[config.mk]
export PLATFORM = sky130hd
export DESIGN_NAME = tlng_ctrl
export DESIGN_NICKNAME = d
export VERILOG_FILES = /design/src/rtl/tlng_pkg.sv /design/src/rtl/tlng_ctrl.sv
export SDC_FILE = /design/constraint.sdc
export NUM_CORES = 1
export LEC_CHECK = 0
export BUFFER_PORTS_ARGS = -buffer_cell sky130_fd_sc_hd__buf_2
export CAP_MARGIN = 20
export CORE_MARGIN = 4
export CORE_UTILIZATION = 48
export CTS_CLUSTER_SIZE = 40
export DETAILED_ROUTE_END_ITERATION = 8
export GPL_TIMING_DRIVEN = 0
export PLACE_DENSITY_LB_ADDON = 0.3
export SLEW_MARGIN = 20
export SYNTH_ARGS = -nofsm -noshare
export SYNTH_HDL_FRONTEND = slang
export SYNTH_SLANG_ARGS = --single-unit
[constraint.sdc]
create_clock -name clock -period 1.5 [get_ports clock]
set_input_delay 0.225 -clock clock [delete_from_list [all_inputs] [get_ports clock]]
set_output_delay 0.225 -clock clock [all_outputs]
set_load 0.005 [all_outputs]
[src/rtl/tlng_pkg.sv]
`timescale 1ns / 1ps
// Shared types, constants and neighbour offset table for the triangular lattice gather.
package tlng_pkg;

   localparam int MAX_WIDTH  = 64;
   localparam int MAX_HEIGHT = 64;
   localparam int STATE_BITS = 8;

   localparam int CELL_COUNT = MAX_WIDTH * MAX_HEIGHT;
   localparam int COL_BITS   = $clog2(MAX_WIDTH);
   localparam int ROW_BITS   = $clog2(MAX_HEIGHT);
   localparam int ADDR_BITS  = COL_BITS + ROW_BITS;

   // request modes
   localparam logic [1:0] MODE_WRITE = 2'd0;
   localparam logic [1:0] MODE_QUERY = 2'd1;
   localparam logic [1:0] MODE_SWAP  = 2'd2;

   // register indexes
   localparam logic [2:0] REG_MOORE  = 3'd0;
   localparam logic [2:0] REG_WRAP_H = 3'd1;
   localparam logic [2:0] REG_WRAP_V = 3'd2;
   localparam logic [2:0] REG_WIDTH  = 3'd3;
   localparam logic [2:0] REG_HEIGHT = 3'd4;

   localparam logic [3:0] MOORE_LAST_SLOT = 4'd12;
   localparam logic [3:0] EDGE_LAST_SLOT  = 4'd3;

   typedef enum logic [1:0] {
      ST_CLEAR,
      ST_IDLE,
      ST_FETCH
   } tlng_state_type;

   typedef struct packed {
      logic       moore;
      logic       wrap_h;
      logic       wrap_v;
      logic [6:0] width;
      logic [6:0] height;
   } tlng_cfg_type;

   typedef struct packed {
      logic                 clear;
      logic [ADDR_BITS-1:0] clear_addr;
      logic                 write;
      logic                 swap;
      logic                 start;
      logic                 issue;
      logic [3:0]           slot;
      logic                 last;
   } tlng_cmd_type;

   typedef struct packed {
      logic in_range;
      logic issue_ready;
   } tlng_sts_type;

   typedef struct packed {
      logic signed [2:0] dx;
      logic signed [1:0] dy;
   } tlng_offset_type;

   // Offset of a neighbour slot in row-major order for up/down cells.
   function automatic tlng_offset_type slot_offset(input logic moore, input logic up,
                                                   input logic [3:0] slot);
      tlng_offset_type   off;
      logic signed [4:0] s;
      s      = $signed({1'b0, slot});
      off.dx = 3'sd0;
      off.dy = 2'sd0;
      if (moore) begin
         if (up) begin
            if (slot inside {[4'd0:4'd2]}) begin
               off.dy = -2'sd1;
               off.dx = 3'(s - 5'sd1);
            end else if (slot inside {[4'd3:4'd7]}) begin
               off.dx = 3'(s - 5'sd5);
            end else begin
               off.dy = 2'sd1;
               off.dx = 3'(s - 5'sd10);
            end
         end else begin
            if (slot inside {[4'd0:4'd4]}) begin
               off.dy = -2'sd1;
               off.dx = 3'(s - 5'sd2);
            end else if (slot inside {[4'd5:4'd9]}) begin
               off.dx = 3'(s - 5'sd7);
            end else begin
               off.dy = 2'sd1;
               off.dx = 3'(s - 5'sd11);
            end
         end
      end else if (up) begin
         case (slot)
            4'd0: off.dx = -3'sd1;
            4'd1: off.dx = 3'sd0;
            4'd2: off.dx = 3'sd1;
            default: off.dy = 2'sd1;
         endcase
      end else begin
         case (slot)
            4'd0: off.dy = -2'sd1;
            4'd1: off.dx = -3'sd1;
            4'd2: off.dx = 3'sd0;
            default: off.dx = 3'sd1;
         endcase
      end
      return off;
   endfunction

endpackage

[src/rtl/tlng_ctrl.sv]
`timescale 1ns / 1ps
// Controller: clearing sweep, request decode and neighbour slot sequencing.
module tlng_ctrl import tlng_pkg::*; (
   input  logic         clock,
   input  logic         reset,
   input  logic         req_valid,
   input  logic [1:0]   req_mode,
   input  logic         moore,
   input  tlng_sts_type sts,
   output logic         req_stall,
   output tlng_cmd_type cmd
);

   tlng_state_type       state_ff, state_in;
   logic [3:0]           slot_ff, slot_in;
   logic [ADDR_BITS-1:0] clear_cnt_ff, clear_cnt_in;
   logic [3:0]           last_slot;
   logic                 accept;

   always_ff @(posedge clock) begin
      if (reset) begin
         state_ff     <= ST_CLEAR;
         slot_ff      <= '0;
         clear_cnt_ff <= '0;
      end else begin
         state_ff     <= state_in;
         slot_ff      <= slot_in;
         clear_cnt_ff <= clear_cnt_in;
      end
   end

   assign last_slot = moore ? MOORE_LAST_SLOT : EDGE_LAST_SLOT;
   assign accept    = req_valid && (state_ff == ST_IDLE);

   always_comb begin
      state_in     = state_ff;
      slot_in      = slot_ff;
      clear_cnt_in = clear_cnt_ff;
      req_stall    = 1'b1;
      cmd          = '0;
      cmd.clear_addr = clear_cnt_ff;
      cmd.slot       = slot_ff;
      cmd.last       = (slot_ff == last_slot);
      case (state_ff)
         ST_CLEAR: begin
            cmd.clear    = 1'b1;
            clear_cnt_in = clear_cnt_ff + 1'b1;
            if (clear_cnt_ff == ADDR_BITS'(CELL_COUNT - 1)) begin
               state_in = ST_IDLE;
            end
         end
         ST_IDLE: begin
            req_stall = 1'b0;
            slot_in   = '0;
            if (accept) begin
               case (req_mode)
                  MODE_WRITE: cmd.write = sts.in_range;
                  MODE_SWAP:  cmd.swap  = 1'b1;
                  MODE_QUERY: begin
                     if (sts.in_range) begin
                        cmd.start = 1'b1;
                        state_in  = ST_FETCH;
                     end
                  end
                  default: ;
               endcase
            end
         end
         ST_FETCH: begin
            if (sts.issue_ready) begin
               cmd.issue = 1'b1;
               slot_in   = slot_ff + 1'b1;
               if (slot_ff == last_slot) begin
                  state_in = ST_IDLE;
               end
            end
         end
         default: state_in = ST_IDLE;
      endcase
   end

endmodule

### Yosys cells after proc, flatten, opt, wreduce, memory -nomap -nowiden

Cells that the tools add are included.

| storage, ports and cells | value |
|---|---|
| register bits after elaboration | 18 |
| bits of input ports | 8 |
| output and inout port bits | 23 |
| word-level logic and storage cells | 43 |

| cells by class | value |
|---|---|
| add/subtract/negate cells | 2 |
| equal/unequal tests | 12 |
| mux-type cells | 20 |
| reductions and logical operators | 6 |

Operator list:

| operator | number |
|---|---|
| $add A12 B1 Y12 const B | 1 |
| $eq A12 B12 Y1 const B | 1 |
| $mux W2 | 6 |
| $ne A2 B2 Y1 const B | 5 |
| $mux W1 | 8 |
| $mux W4 | 2 |
| $pmux W4 S2 | 1 |
| $mux W3 | 2 |
| $pmux W2 S3 | 1 |
| $reduce_and A6 Y1 | 1 |
| $add A4 B1 Y4 const B | 1 |
| $eq A2 B1 Y1 const B | 2 |
| $eq A2 B2 Y1 const B | 2 |
| $eq A4 B4 Y1 | 1 |
| $logic_not A2 Y1 | 2 |
| $ne A2 B1 Y1 const B | 1 |
| $reduce_and A2 Y1 | 1 |
| $reduce_bool A2 Y1 | 1 |
| $logic_and A1 B1 Y1 | 1 |

### Logic depth before layout (Yosys ltp)

Gate-level depths: netlist (run 1).

| depth | value |
|---|---|
| word-level depth | 5 |
| depth in mapped cells | 5 |
| mapped depth without buffers | 5 |

### Least setup slack after synthesis (run 1)

Ideal clock, no wire load.

| timing path | value |
|---|---|
| path kind | register to register |
| start | register clear_cnt_ff[2] |
| end | register clear_cnt_ff[11] |
| library setup time | 0.116 ns |
| data arrival time | 1.306 ns |
| path slack | 0.079 ns |
| stages on the path, launching flop included | 5 |
| period minus slack after synthesis | 1.421 ns |
| path through | dfxtp_1 -> or3b_4 -> nor3_4 -> a21oi_1 -> a31o_1 |

| on the way | value |
|---|---|
| longest elaborated chain between the ends | 1 |

RTL lines:

| item | RTL line | RTL |
|---|---|---|
| start: declaration | tlng_ctrl.sv:16 | `logic [ADDR_BITS-1:0] clear_cnt_ff, clear_cnt_in;` |
| start signal: assignment | tlng_ctrl.sv:28 | `clear_cnt_ff <= clear_cnt_in;` |
| $add A12 B1 Y12 | tlng_ctrl.sv:47 | `clear_cnt_in = clear_cnt_ff + 1'b1;` |

Every way passes these cells.
A chain may end at the register's enable or synchronous reset.

==> flow_metrics.py, run 1 <==
metrics = {
    "run_status": {
        "status": "finished with violations",
        "violations": "negative setup slack",
    },
    "timing": {
        "slew_viol_final": 0,
        "skew_ns": 0.00355,
        "setup_ws_ns": -0.0955,
        "hold_viol_final": 0,
        "rsz0062_at_grt": "yes",
        "setup_viol": 1,
        "worstMarginPinSlew_ns": 0.427,
        "fmaxAchievable_ghz": 0.627,
        "relSlewSlack": 0.715,
        "finalCritPeriodShare": 1.06,
        "whs_ns": 0.212,
        "period_needed_ns": 1.60,
    },
    "logic_synthesis": {
        "syn_area_um2": 897,
        "syn_nets": 113,
        "synth.top_cell.area_share": 0.402,
        "synth-seq-area-share": 0.402,
        "avgSynthCellArea_um2": 8.71,
        "synth_top_cell_by_area": "dfxtp_1",
        "synth_area_leaders": "dfxtp_1 (40%), nor2_1 (5.9%), xor2_1 (5.9%)",
        "ys_warn_count": 0,
        "syn_inst": 103,
        "synth-seq-cells": 18,
        "ys_types": 32,
    },
    "min_path": {
        "worstHoldPathType": "in -> reg",
    },
    "global_route": {
        "antenna_found_initial": 0,
        "grt_max_degree": 11,
        "grt_pass1_vias": 795,
        "grt_usage": 0.178,
        "grt_overflow": 0,
        "grt_pass1_wl_mm": 3.43,
    },
    "place": {
        "portBuffers": 30,
        "globalplace.congestion": 0.735,
        "dp.final_hpwl_mm": 1.55,
    },
    "drt": {
        "drt_wl_total_mm": 2.08,
        "vias": 877,
        "viasPerCell": 5.22,
        "remaining_drc_errors": 0,
        "drtIter0Drc": 15,
        "drt-pass1-iter-count": 4,
        "ant_nets": 0,
        "wire_per_inst_um": 12.4,
    },
    "worst_setup_path": {
        "r2r-start": "state_ff[0]",
        "endpoint_kind": "output pin",
        "startpoint": "slot_ff[1]",
        "r2r_cells": 4,
        "crit_type": "reg -> out",
        "critPathMaxFanout": 2,
        "startpoint_type": "register",
        "crit_arrival_ns": 1.37,
        "cp-endpoint": "cmd[0]",
        "crit_required_ns": 1.27,
        "r2r_setup_slack_ns": 0.01,
        "r2r_end": "clear_cnt_ff[11]",
    },
    "cts": {
        "cts_tree": "built",
        "cts_sinks": 18,
        "htreeDepth": 1,
        "cts_hold_buffers": 0,
        "root_buffer": "clkbuf_4",
        "clk_latency_ns": 0.30,
        "clk_pin_slew_ns": 0.10,
        "cts_buffers": 3,
        "cts_max_path_buffers": 2,
    },
    "final_layout": {
        "area_growth_pct": 35.1,
        "layout_common_cells": "buf_2 (31), nor2_1 (13), nand2_1 (11), dfxtp_1 (11)",
        "nNetsFinal": 154,
        "num_antenna_cells": 0,
        "drive_above_1_share": 0.420,
        "final_common_cell": "buf_2",
    },
    "run": {
        "cap_violations": 0,
    },
    "floorplanning": {
        "dieWidth_um": 51.2,
        "pin_count": 31,
        "floorplan.initialDensity": 0.514,
        "fp.coreArea_mm2": 0.00175,
        "die-area_mm2": 0.00262,
        "fp.dieH_um": 51.2,
        "fp-row-count": 15,
    },
    "power": {
        "p_leak_nw": 0.554,
        "vdd.ir_drop.worst_uv": 647,
        "power.density_mw_per_mm2": 696,
        "report.power.total_mw": 0.843,
    },
}
==> worst max-delay path: stages (launching register included) <==
cell	delay, ns
dfxtp_4	0.35
or3b_1	0.38
o22ai_2	0.19
buf_2	0.15
==> cell families (layout without fill, tap and decap cells) <==
| group | count (synthesis) | count (layout) | share of synthesized area |
|---|---|---|---|
| mux | 1 | 1 | 0.0112 |
| fa+ha+maj | 2 | 2 | 0.0279 |
| compound gates | 17 | 17 | 0.130 |
| xor+xnor | 9 | 9 | 0.0879 |
| flops | 18 | 18 | 0.402 |
| buf+inv | 6 | 46 | 0.0265 |
| simple gates | 50 | 50 | 0.315 |
==> registers in the layout (all words and copies together) (netlist names) <==
signal / flops
clear_cnt_ff: 12
slot_ff: 4
state_ff: 2
==> cells in the mapped netlist (all sizes together) <==
library cell  count
a211o             1
a211oi            2
a21oi             7
a31o              2
a41oi             2
and3              2
and3b             1
and4              2
buf               1
clkbuf            2
dfxtp            18
ha                2
inv               3
mux2i             1
nand2            11
nand2b            2
nand3             5
nand3b            1
nand4             2
nor2             14
nor2b             1
nor3              3
nor4              2
o21ai             2
o22ai             1
or3               2
or3b              2
xnor2             3
xor2              6
==> layout make-up <==
cell class | instances | area [um2]
inverter | 3 | 11.3
buffer | 3 | 12.5
sequential | 18 | 382
timing repair buffer | 36 | 195
fill | 147 | 533
multi-input combinational | 79 | 544
clock buffer | 4 | 36.3
tap | 25 | 31.3
==> timing repair <==
action,CTS,global route
setup endpoints to repair,6,9
resized for setup,15,7
hold endpoints to repair,0,0
pin swaps,4,7
buffers inserted,4,2
==> power by group <==
part,switching (mW),leakage [nW],total (mW),internal [mW]
Sequential,0.00771,0.151,0.484,0.476
Clock,0.153,0.0210,0.301,0.148
Combinational,0.0326,0.383,0.0582,0.0256
==> metrics by stage <==
stage	TNS, ns	worst slack [ns]	cells	utilization	area, um2
floorplan	0	0.0786	103	-	897
global placement	0	0.0378	158	0.618	1080
detailed placement	0	0.0166	158	0.618	1080
CTS	-0.0958	-0.0958	166	0.677	1180
global route	-0.289	-0.127	168	0.695	1210
finish	-0.0955	-0.0955	168	0.695	1210
==> metal layers <==
metal | up-vias | wire, um | track usage
li1 | 445 | - | -
met1 | 410 | 901 | 0.211
met2 | 18 | 1020 | 0.290
met3 | 4 | 123 | 0.0612
met4 | 0 | 33 | 0.0786
met5 | - | 0 | 0
==> worst min-delay path by stage <==
stage | startpoint | endpoint | slack [ns] | cells after the start
3_3_place_gp | clear_cnt_ff[1] | clear_cnt_ff[1] | 0.50 | 2
2_1_floorplan | sts[0] | state_ff[0] | 0.39 | 2
3_5_place_dp | clear_cnt_ff[1] | clear_cnt_ff[1] | 0.51 | 2
4_1_cts | sts[0] | state_ff[0] | 0.21 | 3
6_report | sts[0] | state_ff[0] | 0.21 | 3
5_1_grt | sts[0] | state_ff[0] | 0.19 | 3
(Power assumes the default switching activity.)
==> run 2, diff against run 1 <==
- ABC_AREA: not set -> 1
- CORE_MARGIN: 4 -> 2
- CORE_UTILIZATION: 48 -> 49
==> run 2 against run 1 <==
The flow now finishes without violations. Via count rose by 14%. First-iteration DRC count rose by 6.7%. Sequential power rose by 7.6%. Register-to-register slack improved by 0.14 ns. Clock power barely moved. Utilization fell by 7.2 points. Worst setup slack improved by 0.18 ns. Combinational power rose by 130%. Clock skew rose by 0.0054 ns. Highest routed layer unchanged.
==> flow_metrics.py, run 2 <==
metrics = {
    "timing": {
        "rsz0062_at_grt": "yes",
        "skew_ns": 0.00893,
        "slew_viol_final": 0,
        "period_needed_ns": 1.41,
        "fmaxAchievable_ghz": 0.708,
        "hold_viol_final": 0,
        "worstMarginPinSlew_ns": 0.280,
        "setup_ws_ns": 0.0872,
        "finalCritPeriodShare": 0.942,
        "relSlewSlack": 0.812,
        "setup_viol": 0,
    },
    "logic_synthesis": {
        "synth_most_common_cell": "nand2_1",
        "synth.top_cell.area_share": 0.375,
        "synth-seq-area-share": 0.375,
        "syn_inst": 145,
        "synth-seq-cells": 18,
        "syn_nets": 155,
        "syn_area_um2": 961,
        "ys_types": 25,
        "async_flop_share": 0,
        "synth_top_cell_by_area": "dfxtp_1",
        "avgSynthCellArea_um2": 6.63,
        "yosys-top-cells-count": "nand2_1 (36), nor2_1 (26), dfxtp_1 (18)",
        "ys.flop_type": "dfxtp_1",
        "ys_warn_count": 0,
        "synth_area_leaders": "dfxtp_1 (38%), nand2_1 (14%), nor2_1 (10%)",
        "synth_edf_count": 0,
    },
    "global_route": {
        "grt_overflow": 0,
        "grt_max_degree": 11,
        "grt_pass1_wl_mm": 3.17,
        "grt_pass1_vias": 744,
        "antenna_found_initial": 0,
        "grt_usage": 0.194,
    },
    "power": {
        "report.power.total_mw": 0.954,
        "vdd.ir_drop.worst_uv": 614,
        "p_clk_frac": 0.315,
        "power.density_mw_per_mm2": 805,
        "netSwitchingPower_mw": 0.253,
        "p_leak_nw": 0.554,
        "comb_power_share": 0.138,
        "internal-power_mw": 0.701,
        "switching_share": 0.265,
        "seqPwrFrac": 0.546,
    },
    "drt": {
        "drtIter0Drc": 16,
        "drt_wl_total_mm": 2.10,
        "drt-pass1-iter-count": 4,
        "remaining_drc_errors": 0,
        "wire_per_inst_um": 10.2,
        "viasPerCell": 4.88,
        "vias": 1000,
        "ant_nets": 0,
    },
    "floorplanning": {
        "die-area_mm2": 0.00233,
        "pin_count": 31,
        "dieWidth_um": 48.3,
        "fp-row-count": 16,
        "floorplan.initialDensity": 0.505,
        "fp.dieH_um": 48.3,
        "fp.coreArea_mm2": 0.00190,
    },
    "worst_setup_path": {
        "crit_arrival_ns": 1.19,
        "crit_buf_inv": 1,
        "critPathSlowestCell": "dfxtp_1",
        "critPathMaxFanout": 6,
        "crit_family": "simple AND/OR/NAND/NOR gates",
        "cp_cell_sequence": "nand2_2, nor2_2, and3_1, buf_2",
        "slowest_delay_ns": 0.40,
        "endpoint_kind": "output pin",
        "crit_required_ns": 1.27,
        "startpoint_type": "register",
        "crit_type": "reg -> out",
    },
    "run": {
        "cap_violations": 0,
    },
    "final_layout": {
        "nNetsFinal": 189,
        "fillers": 191,
        "drive_above_1_share": 0.275,
        "layout_common_cells": "nand2_1 (35), buf_2 (30), nor2_1 (25), dfxtp_1 (15), inv_1 (14)",
        "regMostFlops": "clear_cnt_ff",
        "final_cells": 205,
        "area_growth_pct": 23.3,
        "largest_register_ffs": 12,
        "reg.largest.list": "clear_cnt_ff x12, slot_ff x4, state_ff x2",
        "final_common_cell": "nand2_1",
        "num_antenna_cells": 0,
    },
    "cts": {
        "cts_buffers": 3,
        "root_buffer": "clkbuf_4",
        "cts_sinks": 18,
        "cts_max_path_buffers": 2,
        "cts_hold_buffers": 0,
        "post_cts_resized": 0,
        "clk_latency_ns": 0.29,
        "cts_tree": "built",
        "clk_pin_slew_ns": 0.11,
        "post-cts-setup-buffer-count": 0,
        "htreeDepth": 1,
    },
    "place": {
        "portBuffers": 29,
        "dp_cells": 201,
        "dp.final_hpwl_mm": 1.61,
        "globalplace.congestion": 0.755,
        "dp_slack_ns": 0.0780,
    },
    "min_path": {
        "worstHoldPathType": "in -> reg",
    },
    "run_status": {
        "status": "complete, no violations",
    },
}
==> run 2: changes by cell type in the layout (fill, tap and decap cells not counted), moves of 6 or more <==
cell	change
buf_4	-6
inv_1	+13
nand2_1	+24
nor2_1	+12
==> run 2: final timing paths <==
check             slack, ns  cells after the start       startpoint          endpoint
hold reg to reg        0.51                      1       slot_ff[0]        slot_ff[0]
setup / recovery       0.09                      4      state_ff[0]            cmd[8]
hold / removal         0.22                      2            reset  clear_cnt_ff[11]
setup reg to reg       0.15                      8  clear_cnt_ff[0]  clear_cnt_ff[10]
==> run 2: area by class of cell <==
class / instances / area (um2) / area share
multi-input cells: 108 / 531 / 0.448
plain buffers: 1 / 5.00 / 0.00422
inverters: 18 / 70.1 / 0.0591
well taps: 27 / 33.8 / 0.0285
clock buffers: 4 / 36.3 / 0.0306
flip-flops and latches: 18 / 364 / 0.307
repair buffers: 29 / 145 / 0.122
==> run 2: stage by stage <==
step	utilization	hold slack [ns]	setup TNS, ns	cell area [um2]
finish	0.623	0.222	0	1180
floorplan	-	0.425	0	961
global placement	0.599	0.489	0	1140
detailed placement	0.599	0.504	0	1140
CTS	0.618	0.229	0	1180
global route	0.623	0.244	-0.0291	1180
==> run 2: cells by family after synthesis <==
logic type | synth area share
flip-flops | 0.375
AO/OA/AOI/OAI | 0.116
AND/OR/NAND/NOR | 0.396
adder cells (fa/ha/maj) | 0.0260
buffers and inverters | 0.0781
XOR/XNOR | 0.00912
==> run 2: power by group through the flow <==
stage               Sequential, mW  Combinational, mW  Clock (mW)
floorplan                    0.528             0.0780           0
detailed placement           0.529              0.130           0
CTS                          0.518              0.131       0.302
global placement             0.527              0.125           0
global route                 0.524              0.151       0.330
finish                       0.521              0.132       0.301
==> run 2: layer usage <==
metal,routed length (um),vias to the layer above,global-route usage
met5,0,-,0
met4,11,0,0.0541
met3,73,2,0.0407
met2,1030,15,0.297
met1,985,449,0.275
li1,-,534,-
==> run 3, diff against run 2 <==
- CELL_PAD_IN_SITES_DETAIL_PLACEMENT: not set -> 1
- CELL_PAD_IN_SITES_GLOBAL_PLACEMENT: not set -> 2
- CORE_UTILIZATION: 49 -> 25
==> run 3 against run 2 <==
Register-to-register slack hardly changed. Fmax is 3.8% higher. Via count increased by 1.3%. Wire length up 23%. Hold slack better by 0.061 ns. Combinational power hardly changed. First-iteration DRC count grew 94%. Clock skew decreased by 0.0060 ns. Sequential share of layout area fell by 1.4 points. Worst setup slack better by 0.051 ns. Largest cell class unchanged. Largest power group unchanged.
==> flow_metrics.py, run 3 (synthesized netlist as in run 2, its figures left out) <==
metrics = {
    "cts": {
        "clk_latency_ns": 0.25,
        "cts_tree": "built",
        "post_cts_resized": 0,
        "root_buffer": "clkbuf_8",
        "cts_hold_buffers": 0,
        "cts_max_path_buffers": 2,
        "cts_sinks": 18,
        "htreeDepth": 1,
        "cts_buffers": 3,
        "clk_pin_slew_ns": 0.07,
        "post-cts-setup-buffer-count": 0,
    },
    "place": {
        "dp_slack_ns": 0.0888,
        "dp.final_hpwl_mm": 2.03,
        "globalplace.congestion": 0.726,
        "portBuffers": 29,
        "dp_cells": 222,
        "post_dp_cell_area_mm2": 0.00117,
    },
    "global_route": {
        "grt_usage": 0.135,
        "grt_pass1_wl_mm": 4.53,
        "grt_pass1_vias": 1036,
        "grt_overflow": 0,
        "grt_max_degree": 11,
        "antenna_found_initial": 0,
    },
    "min_path": {
        "hp-start": "reset",
        "worstHoldPathCells": 2,
        "min_to": "state_ff[1]",
        "worstHoldPathType": "in -> reg",
    },
    "floorplanning": {
        "fp.coreArea_mm2": 0.00369,
        "floorplan.initialDensity": 0.261,
        "die-area_mm2": 0.00436,
        "pin_count": 31,
        "fp.dieH_um": 66.0,
        "dieWidth_um": 66.0,
        "fp-row-count": 22,
    },
    "timing": {
        "slew_viol_final": 0,
        "worstMarginPinSlew_ns": 0.322,
        "setup_viol": 0,
        "hold_viol_final": 0,
        "setup_ws_ns": 0.139,
        "finalCritPeriodShare": 0.908,
        "setup_tns_ns": 0,
        "whs_ns": 0.284,
        "period_needed_ns": 1.36,
        "skew_ns": 0.00292,
        "rsz0062_at_grt": "no",
        "fmaxAchievable_ghz": 0.735,
        "relSlewSlack": 0.784,
    },
    "worst_setup_path": {
        "startpoint": "slot_ff[0]",
        "crit_arrival_ns": 1.14,
        "r2r_setup_slack_ns": 0.16,
        "r2r_cells": 8,
        "r2r_end": "clear_cnt_ff[10]",
        "crit_required_ns": 1.27,
        "critPathMaxFanout": 7,
        "crit_type": "reg -> out",
        "startpoint_type": "register",
        "endpoint_kind": "output pin",
        "r2r-start": "clear_cnt_ff[0]",
    },
    "final_layout": {
        "largest_register_ffs": 12,
        "drive_above_1_share": 0.275,
        "multi_input_area_um2": 538,
        "final_cells": 226,
        "area_growth_pct": 28.6,
        "nNetsFinal": 189,
        "layout_common_cells": "nand2_1 (35), buf_2 (30), nor2_1 (24), dfxtp_1 (16), inv_1 (14)",
        "reg.largest.list": "clear_cnt_ff x12, slot_ff x4, state_ff x2",
        "regMostFlops": "clear_cnt_ff",
        "fillers": 489,
        "num_antenna_cells": 0,
        "fin_area_mm2": 0.00124,
        "final_common_cell": "nand2_1",
        "seqCellArea_um2": 363,
        "final_core_util": 0.335,
    },
    "drt": {
        "remaining_drc_errors": 0,
        "drt_wl_total_mm": 2.57,
        "ant_nets": 0,
        "drt-pass1-iter-count": 2,
        "wire_per_inst_um": 11.4,
        "vias": 1013,
        "drtIter0Drc": 31,
        "viasPerCell": 4.48,
    },
    "power": {
        "vdd.ir_drop.worst_uv": 385,
        "report.power.total_mw": 1.05,
        "p_leak_nw": 0.562,
        "power.density_mw_per_mm2": 851,
    },
    "run_status": {
        "status": "complete, no violations",
    },
    "run": {
        "cap_violations": 0,
    },
}
==> run 3: changes by cell type in the layout (fill, tap and decap cells not counted) <==
cell / previous run / this run
nor2_1: 25 / 24
clkbuf_8: 1 / 4
dfxtp_2: 3 / 2
dfxtp_1: 15 / 16
clkbuf_4: 3 / 0
nor2_4: 2 / 3
==> run 3: area by class of cell <==
type,count,area share
Timing Repair Buffer,29,0.117
Multi-Input combinational cell,108,0.435
Tap cell,48,0.0486
Buffer,1,0.00405
Sequential cell,18,0.294
Clock buffer,4,0.0445
Inverter,18,0.0567
==> run 3: worst max-delay path, stage by stage, from the launching register on <==
cell	delay (ns)
dfxtp_1	0.44
nand2_1	0.10
nor2_1	0.11
nand2_1	0.06
nand2_1	0.07
buf_2	0.11
==> run 3: power breakdown <==
part	switching [mW]	internal (mW)	leakage [nW]
sequential	0.0201	0.500	0.146
clock	0.164	0.233	0.0288
combinational	0.0809	0.0530	0.387
==> run 3: worst max-delay path by stage <==
stage,to,slack [ns],depth (start not counted)
detailed placement,clear_cnt_ff[10],0.09,8
global placement,clear_cnt_ff[10],0.1,8
global route,cmd[0],0.004,5
CTS,clear_cnt_ff[10],0.07,8
floorplan,clear_cnt_ff[10],0.20,8
finish,cmd[0],0.14,5
==> run 3: layer usage <==
| metal | GRT usage | vias to the layer above | share of wire | wire length [um] |
|---|---|---|---|---|
| met3 | 0.0170 | 4 | 0.035 | 91 |
| li1 | - | 528 | - | - |
| met4 | 0.0689 | 0 | 0.014 | 37 |
| met1 | 0.167 | 461 | 0.49 | 1260 |
| met5 | 0 | - | 0 | 0 |
| met2 | 0.230 | 20 | 0.46 | 1180 |
